$ cat config.mk
export PLATFORM = sky130hd
export DESIGN_NAME = spike_population_angle_decoder_flat
export DESIGN_NICKNAME = d
export VERILOG_FILES = /design/src/spad_pkg.sv /design/src/spad_if.sv /design/src/spad_accum.sv /design/src/spad_mul.sv /design/src/spad_div.sv /design/src/spike_population_angle_decoder.sv /design/src/flat_wrapper.sv
export SDC_FILE = /design/constraint.sdc
export NUM_CORES = 1
export LEC_CHECK = 0
export BUFFER_PORTS_ARGS = -buffer_cell sky130_fd_sc_hd__buf_2
export CORE_ASPECT_RATIO = 2
export CORE_UTILIZATION = 54
export CTS_BUF_LIST = sky130_fd_sc_hd__clkbuf_8
export CTS_CLUSTER_SIZE = 24
export DETAILED_ROUTE_END_ITERATION = 16
export GPL_TIMING_DRIVEN = 1
export MAX_ROUTING_LAYER = met4
export PLACE_DENSITY = 0.8
export SLEW_MARGIN = 30
export SYNTH_ARGS = -nofsm -noshare
export SYNTH_HDL_FRONTEND = slang
export SYNTH_HIERARCHICAL = 1
export SYNTH_SLANG_ARGS = --single-unit
$ cat constraint.sdc
create_clock -name clk_i -period 10.35 [get_ports clk_i]
set_clock_uncertainty 0.05 [all_clocks]
set_input_delay 0 -clock clk_i [delete_from_list [all_inputs] [get_ports clk_i]]
set_output_delay 0 -clock clk_i [all_outputs]
set_load 0.1 [all_outputs]
$ cat src/spad_pkg.sv
package spad_pkg;

  localparam int IDX_W     = 8;
  localparam int CNT_W     = 9;
  localparam int ANGLE_W   = 16;
  localparam int SPIKE_W   = 32;
  localparam int INDEX_W   = 40;
  localparam int MAG_W     = 16;
  localparam int REG_IDX_W = 2;
  localparam int CFG_W     = 16;

  localparam logic [REG_IDX_W-1:0] REG_MIN_ANGLE    = 2'd0;
  localparam logic [REG_IDX_W-1:0] REG_MAX_ANGLE    = 2'd1;
  localparam logic [REG_IDX_W-1:0] REG_NEURON_COUNT = 2'd2;

  localparam logic [CNT_W-1:0]   NEURON_COUNT_RST = 9'd256;
  localparam logic [ANGLE_W-1:0] MIN_ANGLE_RST    = 16'd0;
  localparam logic [ANGLE_W-1:0] MAX_ANGLE_RST    = 16'd23040;

  typedef enum logic [2:0] {
    ST_IDLE,
    ST_LOAD,
    ST_MUL,
    ST_DIV,
    ST_OUT
  } state_e;

endpackage

$ cat src/spad_if.sv
interface spad_in_if;
  logic                         valid;
  logic                         ready;
  logic [spad_pkg::IDX_W-1:0]   neuron_index;
  logic                         spike_valid;
  logic                         end_of_frame;

  modport source (output valid, neuron_index, spike_valid, end_of_frame, input ready);
  modport sink   (input valid, neuron_index, spike_valid, end_of_frame, output ready);
endinterface

interface spad_out_if;
  logic                               valid;
  logic                               ready;
  logic signed [spad_pkg::ANGLE_W-1:0] angle;
  logic                               saturated;

  modport source (output valid, angle, saturated, input ready);
  modport sink   (input valid, angle, saturated, output ready);
endinterface

$ cat src/spad_accum.sv
module spad_accum #(
  parameter int NW = 9
) (
  input  logic                          clk_i,
  input  logic                          rst_ni,
  input  logic                          step_i,
  input  logic [spad_pkg::IDX_W-1:0]    idx_i,
  input  logic                          spike_i,
  input  logic [NW-1:0]                 n_i,
  output logic [spad_pkg::SPIKE_W-1:0]  spike_total_o,
  output logic [spad_pkg::INDEX_W-1:0]  index_total_o,
  output logic                          sat_o,
  output logic                          nz_next_o
);

  logic [spad_pkg::SPIKE_W-1:0] spike_total_q;
  logic [spad_pkg::INDEX_W-1:0] index_total_q;
  logic                         sat_q;
  logic                         hit;
  logic                         over;
  logic [spad_pkg::INDEX_W:0]   index_sum;

  always_comb begin
    hit       = step_i && spike_i && (NW'(idx_i) < n_i);
    index_sum = {1'b0, index_total_q} + (spad_pkg::INDEX_W + 1)'(idx_i);
    over      = (spike_total_q == '1) || index_sum[spad_pkg::INDEX_W];
    nz_next_o = (spike_total_q != '0) || (hit && !over);
  end

  // A spike that would overflow either total is dropped and sets the sticky flag.
  always_ff @(posedge clk_i or negedge rst_ni) begin
    if (!rst_ni) begin
      spike_total_q <= '0;
      index_total_q <= '0;
      sat_q         <= 1'b0;
    end else if (hit) begin
      if (over) begin
        sat_q <= 1'b1;
      end else begin
        spike_total_q <= spike_total_q + 1'b1;
        index_total_q <= index_sum[spad_pkg::INDEX_W-1:0];
      end
    end
  end

  assign spike_total_o = spike_total_q;
  assign index_total_o = index_total_q;
  assign sat_o         = sat_q;

endmodule

$ cat src/spad_mul.sv
module spad_mul #(
  parameter int AW = 16,
  parameter int BW = 40
) (
  input  logic             clk_i,
  input  logic             rst_ni,
  input  logic             start_i,
  input  logic [AW-1:0]    a_i,
  input  logic [BW-1:0]    b_i,
  output logic             busy_o,
  output logic [AW+BW-1:0] p_o
);

  localparam int CW = $clog2(AW + 1);

  logic [AW+BW-1:0] p_q;
  logic [BW-1:0]    b_q;
  logic [CW-1:0]    cnt_q;
  logic             busy_q;
  logic [BW:0]      part_sum;

  // One multiplier bit per cycle, least significant first; the product shifts right.
  always_comb begin
    part_sum = {1'b0, p_q[AW+BW-1:AW]} + (p_q[0] ? {1'b0, b_q} : '0);
  end

  always_ff @(posedge clk_i or negedge rst_ni) begin
    if (!rst_ni) begin
      busy_q <= 1'b0;
      cnt_q  <= '0;
    end else if (start_i) begin
      busy_q <= 1'b1;
      cnt_q  <= '0;
    end else if (busy_q) begin
      cnt_q <= cnt_q + 1'b1;
      if (cnt_q == CW'(AW - 1)) begin
        busy_q <= 1'b0;
      end
    end
  end

  always_ff @(posedge clk_i) begin
    if (start_i) begin
      p_q <= {{BW{1'b0}}, a_i};
      b_q <= b_i;
    end else if (busy_q) begin
      p_q <= {part_sum, p_q[AW-1:1]};
    end
  end

  assign busy_o = busy_q;
  assign p_o    = p_q;

endmodule

$ cat src/spad_div.sv
module spad_div #(
  parameter int NDW = 56,
  parameter int DDW = 41
) (
  input  logic           clk_i,
  input  logic           rst_ni,
  input  logic           start_i,
  input  logic [NDW-1:0] dividend_i,
  input  logic [DDW-1:0] divisor_i,
  output logic           busy_o,
  output logic [NDW-1:0] quot_o
);

  localparam int CW = $clog2(NDW + 1);

  logic [NDW-1:0] quo_q;
  logic [DDW-1:0] rem_q;
  logic [DDW-1:0] dvs_q;
  logic [CW-1:0]  cnt_q;
  logic           busy_q;
  logic [DDW:0]   shifted;
  logic [DDW+1:0] trial;
  logic           ge;

  // Restoring division: one quotient bit per cycle, most significant first.
  always_comb begin
    shifted = {rem_q, quo_q[NDW-1]};
    trial   = {1'b0, shifted} - {2'b00, dvs_q};
    ge      = !trial[DDW+1];
  end

  always_ff @(posedge clk_i or negedge rst_ni) begin
    if (!rst_ni) begin
      busy_q <= 1'b0;
      cnt_q  <= '0;
    end else if (start_i) begin
      busy_q <= 1'b1;
      cnt_q  <= '0;
    end else if (busy_q) begin
      cnt_q <= cnt_q + 1'b1;
      if (cnt_q == CW'(NDW - 1)) begin
        busy_q <= 1'b0;
      end
    end
  end

  always_ff @(posedge clk_i) begin
    if (start_i) begin
      quo_q <= dividend_i;
      rem_q <= '0;
      dvs_q <= divisor_i;
    end else if (busy_q) begin
      quo_q <= {quo_q[NDW-2:0], ge};
      rem_q <= ge ? trial[DDW-1:0] : shifted[DDW-1:0];
    end
  end

  assign busy_o = busy_q;
  assign quot_o = quo_q;

endmodule

$ cat src/spike_population_angle_decoder.sv
// Items that yield no angle are taken one per cycle, back to back.
// A frame-end item that yields an angle closes the input while the angle is formed: a load
// state, the bit-serial multipliers (16 and NW bits, NW = bits of the neuron count, 9 by
// default), the 56-step divider and an output state. The angle is valid as the input
// reopens; a held output register adds its wait.
// Reset (rst_ni low, asynchronous) clears the totals, the flag, the controller and output valid.
module spike_population_angle_decoder #(
  parameter int NEURONS = 256
) (
  input  logic                              clk_i,
  input  logic                              rst_ni,
  spad_in_if.sink                           in_ch,
  spad_out_if.source                        out_ch,
  input  logic                              cfg_we_i,
  input  logic [spad_pkg::REG_IDX_W-1:0]    cfg_idx_i,
  input  logic [spad_pkg::CFG_W-1:0]        cfg_data_i
);

  // Width of the effective neuron count: at least the register width, and
  // enough to hold NEURONS itself.
  localparam int NW = ($clog2(NEURONS + 1) > spad_pkg::CNT_W) ?
                      $clog2(NEURONS + 1) : spad_pkg::CNT_W;
  // Product of span magnitude and index total, and of (n - 1) and spike total.
  localparam int PW = spad_pkg::MAG_W + spad_pkg::INDEX_W;
  localparam int DW = NW + spad_pkg::SPIKE_W;

  // Configuration registers.
  logic signed [spad_pkg::ANGLE_W-1:0] min_angle_q;
  logic signed [spad_pkg::ANGLE_W-1:0] max_angle_q;
  logic [spad_pkg::CNT_W-1:0]          neuron_count_q;

  always_ff @(posedge clk_i or negedge rst_ni) begin
    if (!rst_ni) begin
      min_angle_q    <= spad_pkg::MIN_ANGLE_RST;
      max_angle_q    <= spad_pkg::MAX_ANGLE_RST;
      neuron_count_q <= spad_pkg::NEURON_COUNT_RST;
    end else if (cfg_we_i) begin
      unique case (cfg_idx_i)
        spad_pkg::REG_MIN_ANGLE:    min_angle_q    <= cfg_data_i;
        spad_pkg::REG_MAX_ANGLE:    max_angle_q    <= cfg_data_i;
        spad_pkg::REG_NEURON_COUNT: neuron_count_q <= cfg_data_i[spad_pkg::CNT_W-1:0];
        default: begin
        end
      endcase
    end
  end

  // Effective neuron count is the register clipped to the population size.
  logic [NW-1:0]  n_eff;
  logic [NW-1:0]  n_less_one;
  logic           single;
  logic [16:0]    span;
  logic           span_neg;
  logic [16:0]    span_abs;
  logic [spad_pkg::MAG_W-1:0] span_mag;

  always_comb begin
    n_eff      = (NW'(neuron_count_q) < NW'(NEURONS)) ? NW'(neuron_count_q) : NW'(NEURONS);
    n_less_one = n_eff - 1'b1;
    single     = (n_eff[NW-1:1] == '0);
    span       = {max_angle_q[15], max_angle_q} - {min_angle_q[15], min_angle_q};
    span_neg   = span[16];
    span_abs   = span_neg ? (17'd0 - span) : span;
    span_mag   = span_abs[spad_pkg::MAG_W-1:0];
  end

  // Controller.
  spad_pkg::state_e state_q, state_d;
  logic accept;
  logic mul_start;
  logic div_start;
  logic out_load;
  logic nz_next;
  logic p_busy;
  logic d_busy;
  logic q_busy;

  assign accept = in_ch.valid && in_ch.ready;

  always_comb begin
    state_d = state_q;
    unique case (state_q)
      spad_pkg::ST_IDLE: begin
        if (accept && in_ch.end_of_frame && nz_next) begin
          state_d = spad_pkg::ST_LOAD;
        end
      end
      spad_pkg::ST_LOAD: begin
        state_d = spad_pkg::ST_MUL;
      end
      spad_pkg::ST_MUL: begin
        if (!p_busy && !d_busy) begin
          state_d = spad_pkg::ST_DIV;
        end
      end
      spad_pkg::ST_DIV: begin
        if (!q_busy) begin
          state_d = spad_pkg::ST_OUT;
        end
      end
      spad_pkg::ST_OUT: begin
        if (!out_ch.valid || out_ch.ready) begin
          state_d = spad_pkg::ST_IDLE;
        end
      end
      default: begin
        state_d = spad_pkg::ST_IDLE;
      end
    endcase
  end

  // The input is open whenever no frame-end angle is in progress, even while
  // an earlier angle still waits in the output register.
  always_comb begin
    in_ch.ready = 1'b0;
    mul_start   = 1'b0;
    div_start   = 1'b0;
    out_load    = 1'b0;
    unique case (state_q)
      spad_pkg::ST_IDLE: in_ch.ready = 1'b1;
      spad_pkg::ST_LOAD: mul_start   = 1'b1;
      spad_pkg::ST_MUL:  div_start   = !p_busy && !d_busy;
      spad_pkg::ST_DIV: begin
      end
      spad_pkg::ST_OUT:  out_load    = !out_ch.valid || out_ch.ready;
      default: begin
      end
    endcase
  end

  always_ff @(posedge clk_i or negedge rst_ni) begin
    if (!rst_ni) begin
      state_q <= spad_pkg::ST_IDLE;
    end else begin
      state_q <= state_d;
    end
  end

  // Running totals. The spike on a frame-end item is counted at its accept
  // edge, and the multipliers load in the ST_LOAD state after it, so it is included.
  logic [spad_pkg::SPIKE_W-1:0] spike_total;
  logic [spad_pkg::INDEX_W-1:0] index_total;
  logic                         sat_flag;

  spad_accum #(
    .NW (NW)
  ) u_accum (
    .clk_i         (clk_i),
    .rst_ni        (rst_ni),
    .step_i        (accept),
    .idx_i         (in_ch.neuron_index),
    .spike_i       (in_ch.spike_valid),
    .n_i           (n_eff),
    .spike_total_o (spike_total),
    .index_total_o (index_total),
    .sat_o         (sat_flag),
    .nz_next_o     (nz_next)
  );

  // Numerator |span| * index_total and denominator (n - 1) * spike_total are
  // formed in parallel, one multiplier bit per cycle.
  logic [PW-1:0] num;
  logic [DW-1:0] den;
  logic [PW-1:0] quot;

  spad_mul #(
    .AW (spad_pkg::MAG_W),
    .BW (spad_pkg::INDEX_W)
  ) u_mul_num (
    .clk_i   (clk_i),
    .rst_ni  (rst_ni),
    .start_i (mul_start),
    .a_i     (span_mag),
    .b_i     (index_total),
    .busy_o  (p_busy),
    .p_o     (num)
  );

  spad_mul #(
    .AW (NW),
    .BW (spad_pkg::SPIKE_W)
  ) u_mul_den (
    .clk_i   (clk_i),
    .rst_ni  (rst_ni),
    .start_i (mul_start),
    .a_i     (n_less_one),
    .b_i     (spike_total),
    .busy_o  (d_busy),
    .p_o     (den)
  );

  // The quotient is truncated; with a single neuron it is never used.
  spad_div #(
    .NDW (PW),
    .DDW (DW)
  ) u_div (
    .clk_i      (clk_i),
    .rst_ni     (rst_ni),
    .start_i    (div_start),
    .dividend_i (num),
    .divisor_i  (den),
    .busy_o     (q_busy),
    .quot_o     (quot)
  );

  // Final angle: min_angle moved toward max_angle by the quotient, then
  // clamped to the signed 16-bit range. A quotient of 2^17 or more always
  // leaves that range, so only its low bits enter the adder.
  logic                                quot_big;
  logic signed [18:0]                  angle_sum;
  logic signed [spad_pkg::ANGLE_W-1:0] angle_res;

  always_comb begin
    quot_big  = |quot[PW-1:17];
    angle_sum = span_neg ?
                ({{3{min_angle_q[15]}}, min_angle_q} - {2'b00, quot[16:0]}) :
                ({{3{min_angle_q[15]}}, min_angle_q} + {2'b00, quot[16:0]});
    priority if (single) begin
      angle_res = min_angle_q;
    end else if (quot_big) begin
      angle_res = span_neg ? 16'sh8000 : 16'sh7fff;
    end else if (angle_sum > 19'sd32767) begin
      angle_res = 16'sh7fff;
    end else if (angle_sum < -19'sd32768) begin
      angle_res = 16'sh8000;
    end else begin
      angle_res = angle_sum[15:0];
    end
  end

  // Output register: holds one finished item until the sink takes it.
  logic                                out_valid_q;
  logic signed [spad_pkg::ANGLE_W-1:0] angle_q;
  logic                                sat_q;

  always_ff @(posedge clk_i or negedge rst_ni) begin
    if (!rst_ni) begin
      out_valid_q <= 1'b0;
    end else if (out_load) begin
      out_valid_q <= 1'b1;
    end else if (out_ch.ready) begin
      out_valid_q <= 1'b0;
    end
  end

  always_ff @(posedge clk_i) begin
    if (out_load) begin
      angle_q <= angle_res;
      sat_q   <= sat_flag;
    end
  end

  assign out_ch.valid     = out_valid_q;
  assign out_ch.angle     = angle_q;
  assign out_ch.saturated = sat_q;

endmodule

$ cat src/flat_wrapper.sv
// flat-port wrapper written by rule: the top's interface ports become plain ports
module spike_population_angle_decoder_flat 
#(
  parameter int NEURONS = 256
)
  (clk_i, rst_ni, cfg_we_i, cfg_idx_i, cfg_data_i, in_ch_valid, in_ch_neuron_index, in_ch_spike_valid, in_ch_end_of_frame, in_ch_ready, out_ch_valid, out_ch_angle, out_ch_saturated, out_ch_ready);
  spad_in_if in_ch_i ();
  spad_out_if out_ch_i ();
  input  logic clk_i;
  input  logic rst_ni;
  input  logic cfg_we_i;
  input  logic [spad_pkg::REG_IDX_W-1:0] cfg_idx_i;
  input  logic [spad_pkg::CFG_W-1:0] cfg_data_i;
  input wire logic [$bits(in_ch_i.valid)-1:0] in_ch_valid;
  input wire logic [$bits(in_ch_i.neuron_index)-1:0] in_ch_neuron_index;
  input wire logic [$bits(in_ch_i.spike_valid)-1:0] in_ch_spike_valid;
  input wire logic [$bits(in_ch_i.end_of_frame)-1:0] in_ch_end_of_frame;
  output wire logic [$bits(in_ch_i.ready)-1:0] in_ch_ready;
  output wire logic [$bits(out_ch_i.valid)-1:0] out_ch_valid;
  output wire logic [$bits(out_ch_i.angle)-1:0] out_ch_angle;
  output wire logic [$bits(out_ch_i.saturated)-1:0] out_ch_saturated;
  input wire logic [$bits(out_ch_i.ready)-1:0] out_ch_ready;
  assign in_ch_i.valid = in_ch_valid;
  assign in_ch_i.neuron_index = in_ch_neuron_index;
  assign in_ch_i.spike_valid = in_ch_spike_valid;
  assign in_ch_i.end_of_frame = in_ch_end_of_frame;
  assign in_ch_ready = in_ch_i.ready;
  assign out_ch_valid = out_ch_i.valid;
  assign out_ch_angle = out_ch_i.angle;
  assign out_ch_saturated = out_ch_i.saturated;
  assign out_ch_i.ready = out_ch_ready;
  spike_population_angle_decoder #(.NEURONS(NEURONS)) u_core (.clk_i(clk_i), .rst_ni(rst_ni), .in_ch(in_ch_i), .out_ch(out_ch_i), .cfg_we_i(cfg_we_i), .cfg_idx_i(cfg_idx_i), .cfg_data_i(cfg_data_i));
endmodule
==> summary.md, run 1 <==
| Metric | Value |
|---|---|
| Clock transition at path regs | 0.07 ns |
| Via count | 22370 |
| CTS tree | done |
| DIE AREA | 52800 um2 |
| Worst-Skew Late Latency | 0.65 ns |
| Post-synthesis sequential area ratio | 42.9% |
| Ys Warns | 6 |
| Clk pwr share | 14.4% |
| Total power | 10.5 mW |
| Initial cell density of the core | 54.8% |
| Switching Share | 44.9% |
| Register Area | 12000 um2 |
| Status | complete, no violations |
| Max Buffers Root-to-Sink | 3 |
| DR WL/cell | 20.3 um |
| Gp weighted congestion | 0.995 |
| Dpl cell area | 28700 um2 |
| Final hold vios | 0 |
| Setup CP Type | reg -> reg |
| Leak pwr | 12.7 nW |
| Worst Setup Start Kind | flop |
| Area grow syn2layout | 10.1% |
| Layout cells sized above 1 | 11.8% |
| Clk sink count | 460 |
| Share of power burned in registers | 30.1% |
| Synth Register Bits | 460 |
| Design Area, Final | 30800 um2 |
| IO Pins | 52 |
| WL final | 73600 um |
| Endpoints failing setup | 0 |
| Initial antenna violation count | 1 |
| Post-DRT Antenna Nets | 0 |
| DP HPWL | 53800 um |
| Post-synthesis cell type count | 112 |
| PwrDens | 340 nW/um2 |
| Drt pass-1 iters | 6 |
| CP endpoint kind | flop |
| TNS Setup | 0 ns |
| Postcts setup bufs | 0 |
| Net Sw Power | 4.70 mW |
| Area share of the largest cell type after synthesis | 22.6% |
| DR vias/cell | 6.16 |
| Layout Nets | 3134 |
| Vias in the first global route | 22818 |
| Maxcap violations | 0 |
| Post-synthesis async set-or-reset flop share | 29.6% |
| Syn Inst Count | 2830 |
| Min Tclk post-route | 6.49 ns |
| Logic pwr share | 55.4% |
| Gr usage total | 29.0% |
| Int Pwr | 5.77 mW |
| Area contributors post-synth | edfxtp_1 (23%), dfrtp_1 (12%), dfxtp_1 (8.1%) |
| Area of the multi-input gates | 15000 um2 |
| Mapped cell area | 28000 um2 |
| Least-Margin Pin Slew | 0.999 ns |
| First-pass GRT wire length | 116000 um |
| Worst Path Arrival | 6.89 ns |
| Pin count of the biggest net entering global routing | 72 |
| CORE AREA | 51100 um2 |
| Num CTS Buffers | 69 |
| CP Max Fanout | 28 |
| Area leader, netlist | edfxtp_1 |
| Total congestion overflow | 0 |
| Cts repair resizes | 0 |
| Root buf cell | clkbuf_8 |
| H-tree depth | 3 |
| Port Buffer Count | 51 |
| Syn avg cell area | 9.89 um2 |
| Fmax | 154 MHz |
| Peak supply drop | 0.243 mV |
| Residual DRC | 0 |
| Die width | 163 um |
| Rel. slew slack | 32.8% |
| EDFF count, synth | 211 |
| 1st-iter DRT viols | 1413 |
| Slew Viols, Final | 0 |
| RSZ-0062 raised after global routing | false |
| Tightest Hold Check Type | in -> reg |
| FILL cells | 4131 |
| Row count | 117 |
| Die Y | 324 um |
| Syn Nets | 3041 |
| CP Data Required Time | 10.75 ns |
| Synth Flop Type | edfxtp_1 |
| Fin crit share | 62.7% |
layout by cell type, fill, tap and decap left out, types with 15 or more instances in the layout:
cell / n
a211oi_1: 48
dlygate4sd3_1: 65
and2_1: 84
dfxtp_1: 113
xor2_1: 75
nand2_1: 223
mux2_2: 108
nor4_1: 32
nand2b_1: 29
nor2b_1: 22
buf_2: 50
nand3_1: 72
clkbuf_8: 78
o21bai_1: 25
xnor2_1: 148
a21oi_1: 186
o31ai_1: 17
nand4_1: 79
edfxtp_1: 211
o211ai_1: 26
a31oi_1: 15
inv_1: 156
nor2_1: 178
or3_1: 16
o21ai_0: 181
buf_4: 22
a21o_1: 54
ha_1: 172
dfrtp_1: 129
nor3_1: 35
mux2i_1: 48
and3_1: 30
o21ai_1: 19
flip-flops by register name (all words and copies together), names as in the netlist, 16 cells and up:
| signal | count |
|---|---|
| u_core/max_angle_q | 16 |
| u_core/min_angle_q | 16 |
| u_core/out_ch.angle | 16 |
| u_core/u_accum/index_total_o | 40 |
| u_core/u_accum/spike_total_o | 32 |
| u_core/u_div/dvs_q | 41 |
| u_core/u_div/quot_o | 56 |
| u_core/u_div/rem_q | 41 |
| u_core/u_mul_den/b_q | 32 |
| u_core/u_mul_den/p_o | 41 |
| u_core/u_mul_num/b_q | 40 |
| u_core/u_mul_num/p_o | 56 |
per-layer routing:
metal / track usage (%) / part of all wire [%] / up-vias
met2: 52.4 / 53 / 808
met5: - / 0 / -
met4: 19.3 / 6.7 / 0
met3: 3.59 / 4.6 / 277
li1: - / - / 10548
met1: 28.9 / 36 / 10737
cell families (layout without fill, tap and decap cells):
| family | Yosys count | count (layout) | synth area share (%) |
|---|---|---|---|
| AND/OR/NAND/NOR | 863 | 863 | 15.8 |
| flip-flops | 460 | 460 | 42.9 |
| other | 0 | 1 | 0 |
| XOR/XNOR | 225 | 225 | 7.10 |
| AO/OA/AOI/OAI | 697 | 697 | 16.3 |
| adder cells (fa/ha/maj) | 178 | 178 | 8.12 |
| buffers and inverters | 251 | 400 | 3.75 |
| multiplexers | 156 | 156 | 6.06 |
synth_stat cells, types with 30 or more instances:
| library cell | n |
|---|---|
| o21ai_0 | 181 |
| nand2_1 | 223 |
| dfxtp_1 | 113 |
| a21o_1 | 54 |
| nor2_1 | 179 |
| clkbuf_1 | 84 |
| nand4_1 | 79 |
| and3_1 | 30 |
| xor2_1 | 75 |
| a21oi_1 | 187 |
| ha_1 | 172 |
| and2_1 | 84 |
| nor3_1 | 36 |
| nand3_1 | 72 |
| mux2_2 | 108 |
| mux2i_1 | 48 |
| edfxtp_1 | 211 |
| nor4_1 | 34 |
| a211oi_1 | 48 |
| xnor2_1 | 148 |
| inv_1 | 133 |
| dfrtp_1 | 131 |
final cells by class:
class	count	share of cell area (%)
Antenna cell	1	0.00812
Clock buffer	78	3.48
Clock inverter	49	0.974
Inverter	133	1.62
Multi-Input combinational cell	2119	48.6
Sequential cell	460	39.0
Tap cell	654	2.65
Timing Repair Buffer	140	3.65
worst paths after layout:
| kind | from | endpoint | slack [ns] | cells after the start |
|---|---|---|---|---|
| max | u_core/min_angle_q[0]$_DFFE_PN0P_ | u_core/out_ch.angle[1]$_DFFE_PP_ | 3.86 | 22 |
| min | cfg_data_i[13] | u_core/max_angle_q[13]$_DFFE_PN0P_ | 0.12 | 3 |
| max reg2reg | u_core/min_angle_q[0]$_DFFE_PN0P_ | u_core/out_ch.angle[1]$_DFFE_PP_ | 3.86 | 22 |
| min reg2reg | u_core/u_mul_den/p_o[28]$_SDFFE_PP0P_ | u_core/u_div/dvs_q[28]$_DFFE_PP_ | 0.40 | 0 |
| max in group asynchronous | rst_ni | u_core/neuron_count_q[8]$_DFFE_PN1P_ | 9.07 | 5 |
| min in group asynchronous | rst_ni | u_core/max_angle_q[9]$_DFFE_PN1P_ | 0.44 | 3 |
what timing repair did:
item	4_1_cts	5_1_grt
endpoints found under the setup margin	0	0
hold endpoints to repair	147	0
hold buffers	66	0
power groups by stage:
stage                     Clock (mW)  Combinational, mW  Sequential [mW]
after floorplan                    0               4.45             3.00
after global placement             0               5.46             3.16
after detailed placement           0               5.62             3.19
after CTS                       1.54               5.70             3.15
after global routing            1.62               6.35             3.23
final                           1.51               5.81             3.16
stage by stage:
stage          hold WS (ns)  util (%)  setup slack (ns)  instances
2_1_floorplan        -0.346         -              2.86       2830
3_3_place_gp         0.0137      56.2              4.11       3439
3_5_place_dp         0.0287      56.2              3.90       3439
4_1_cts              0.0720      60.2              3.91       3632
5_1_grt               0.109      60.3              3.52       3634
6_report              0.123      60.3              3.86       3634
worst max-delay path, stage by stage (launching register included):
cell	delay (ns)
dfrtp_1	0.39
ha_1	0.22
inv_1	0.07
fa_1	0.23
a211oi_1	0.11
o21ai_0	0.39
nand3b_1	0.27
nand2_2	0.23
nand4_1	0.16
o21ai_2	0.14
buf_4	0.31
o41ai_1	0.15
xor2_1	0.16
ha_1	0.38
a211oi_1	0.37
o211ai_1	0.25
a41o_1	0.35
a41oi_2	0.35
o21ai_1	0.16
xnor2_2	0.18
xor2_2	0.59
a22oi_2	0.37
a211oi_1	0.37
No activity file was read; power rests on OpenSTA's default activity.
==> run 2: changes to the inputs <==
==> constraint.sdc (replaced) <==
create_clock -name clk_i -period 6.2 [get_ports clk_i]
set_clock_uncertainty 0.05 [all_clocks]
set_input_delay 0 -clock clk_i [delete_from_list [all_inputs] [get_ports clk_i]]
set_output_delay 0 -clock clk_i [all_outputs]
set_load 0.1 [all_outputs]
==> run 2 against run 1 <==
  * Register-to-register slack lost 3.4 ns
  * Critical path depth grew 2
  * First-iteration DRC count grew 0.64%
  * Count of clock-buffer cells in the layout shrank 6
  * Setup slack lost 3.4 ns
  * Final cell count shrank 0.58%
  * Sequential share of layout area grew 0.21 points
  * Sequential power grew 69%
  * Flip-flop and latch count is the same
  * Worst hold slack lost 0.036 ns
  * Routed wire length grew 2.0%
==> summary.md, run 2 (same netlist as run 1, synthesis figures left out) <==
| Metric | Value |
|---|---|
| CP endpoint kind | flop |
| FILL cells | 4136 |
| RSZ-0062 raised after global routing | false |
| Clock transition at path regs | 0.08 ns |
| Fin crit share | 92.9% |
| Setup CP Type | reg -> reg |
| Register Area | 12000 um2 |
| Gp weighted congestion | 1.07 |
| Die Y | 324 um |
| Die width | 163 um |
| Row count | 117 |
| 1st-iter DRT viols | 1422 |
| Commonest non-fill, non-tap cell in the layout | nand2_1 |
| Layout Nets | 3112 |
| Reg2Reg Depth | 24 |
| CORE AREA | 51100 um2 |
| Gr usage total | 29.8% |
| CTS tree | done |
| Slew Viols, Final | 0 |
| Worst Path Arrival | 6.16 ns |
| DP HPWL | 54900 um |
| TNS Setup | 0 ns |
| Post-DRT Antenna Nets | 0 |
| Initial antenna violation count | 2 |
| Min Tclk post-route | 5.76 ns |
| Leak pwr | 12.6 nW |
| DR vias/cell | 6.17 |
| Crit-path slowest cell | fa_1 |
| Least-Margin Pin Slew | 1.02 ns |
| CP peak stage delay | 0.50 ns |
| R2r setup slk | 0.44 ns |
| Drt pass-1 iters | 5 |
| Port Buffer Count | 51 |
| Crit path cell chain | inv_1 > ha_1 > inv_1 > fa_1 > a211oi_1 > o21ai_0 > nand3b_1 > nand2_2 > nand4_1 > o21ai_2 > buf_4 > nor2_1 > a21oi_1 > fa_1 > a211oi_2 > o211ai_1 > a41o_1 > a41oi_2 > o21ai_1 > xnor2_2 > xor2_2 > buf_4 > nor3_1 > a211oi_1 |
| Cts repair resizes | 0 |
| Most frequent cells in the layout | nand2_1 (223), edfxtp_1 (211), a21oi_1 (186), o21ai_0 (181), nor2_1 (177) |
| IO Pins | 52 |
| DIE AREA | 52800 um2 |
| Max Buffers Root-to-Sink | 3 |
| Via count | 22298 |
| Rel. slew slack | 32.2% |
| Worst Setup Start Kind | flop |
| Status | complete, no violations |
| Area grow syn2layout | 9.55% |
| Minimum hold slack | 0.0866 ns |
| Hold EP | u_core/max_angle_q[9]$_DFFE_PN1P_ |
| CP Data Required Time | 6.61 ns |
| Residual DRC | 0 |
| FF-to-FF End | u_core/out_ch.angle[1]$_DFFE_PP_ |
| Initial cell density of the core | 54.8% |
| Layout cells sized above 1 | 12.1% |
| Final hold vios | 0 |
| First-pass GRT wire length | 118000 um |
| Hold Startpoint | cfg_data_i[9] |
| Total congestion overflow | 0 |
| Hold Crit Depth | 3 |
| H-tree depth | 3 |
| Final worst slack | 0.443 ns |
| Peak supply drop | 0.445 mV |
| PwrDens | 575 nW/um2 |
| Worst reg2reg startpoint | u_core/max_angle_q[0]$_DFFE_PN0P_ |
| Postcts setup bufs | 0 |
| Fmax | 174 MHz |
| Clk sink count | 460 |
| Finished Core Util | 60.0% |
| Worst-Skew Late Latency | 0.67 ns |
| Setup WS pre-CTS | 0.615 ns |
| Area of the multi-input gates | 15000 um2 |
| Tightest Hold Check Type | in -> reg |
| CP Max Fanout | 15 |
| Num CTS Buffers | 67 |
| Maxcap violations | 0 |
| Root buf cell | clkbuf_8 |
| Pin count of the biggest net entering global routing | 101 |
| Endpoints failing setup | 0 |
| WL final | 75100 um |
| Vias in the first global route | 22690 |
| DR WL/cell | 20.8 um |
-- run 2: report_power, final --
group          internal [mW]  switching, mW
logic                   3.93           5.82
registers               4.45          0.880
clock network           1.31           1.24
-- run 2: how the worst max path moves through the flow --
stage,to,cells past startpoint,start
4_1_cts,u_core/out_ch.angle[1]$_DFFE_PP_,24,u_core/max_angle_q[0]$_DFFE_PN0P_
3_5_place_dp,u_core/out_ch.angle[1]$_DFFE_PP_,24,u_core/max_angle_q[0]$_DFFE_PN0P_
6_report,u_core/out_ch.angle[1]$_DFFE_PP_,24,u_core/max_angle_q[0]$_DFFE_PN0P_
3_3_place_gp,u_core/out_ch.angle[0]$_DFFE_PP_,24,u_core/max_angle_q[0]$_DFFE_PN0P_
2_1_floorplan,u_core/u_div/quot_o[0]$_DFFE_PP_,5,u_core/state_q[2]$_DFFE_PN0P_
5_1_grt,u_core/out_ch.angle[1]$_DFFE_PP_,24,u_core/max_angle_q[0]$_DFFE_PN0P_
-- run 2: area by class of cell --
type | instances | share of cell area (%)
clock buffers | 72 | 3.23
repair buffers | 120 | 3.02
clock inverters | 52 | 1.28
multi-input cells | 2119 | 49.0
inverters | 133 | 1.63
diodes | 3 | 0.0245
well taps | 654 | 2.67
flip-flops and latches | 460 | 39.2
-- run 2: layer usage --
metal  global-route usage, %  vias up  wire (um)  part of all wire, %
met5                       -        -          0                    0
met4                    24.0        0       6450                  8.6
met3                    4.23      324       3490                  4.6
met2                    51.7      793      38600                   51
met1                    29.4    10661      26600                   35
li1                        -    10520          -                    -
-- run 2: through the flow --
| stage | total power [mW] | area [um2] | std cells |
|---|---|---|---|
| global placement | 14.5 | 28800 | 3442 |
| global route | 18.8 | 30700 | 3612 |
| CTS | 17.5 | 30600 | 3609 |
| floorplan | 12.4 | 28000 | 2830 |
| detailed placement | 14.8 | 28800 | 3442 |
| finish | 17.6 | 30700 | 3613 |
-- run 2: timing repair --
item / in CTS / in global routing
hold buffers: 43 / 0
hold endpoints to repair: 159 / 0
setup endpoints to repair: 0 / 0
-- run 2: worst max-delay path: cells and delay by family, from the launching register on --
| kind | cells | cell delay [ns] |
|---|---|---|
| AOI/OAI and AO/OA | 10 | 2.31 |
| buffers and inverters | 4 | 0.58 |
| adders and majority gates | 3 | 1.11 |
| DFF | 1 | 0.39 |
| and+or+nand+nor | 5 | 0.70 |
| xor gates and xnor gates | 2 | 0.38 |
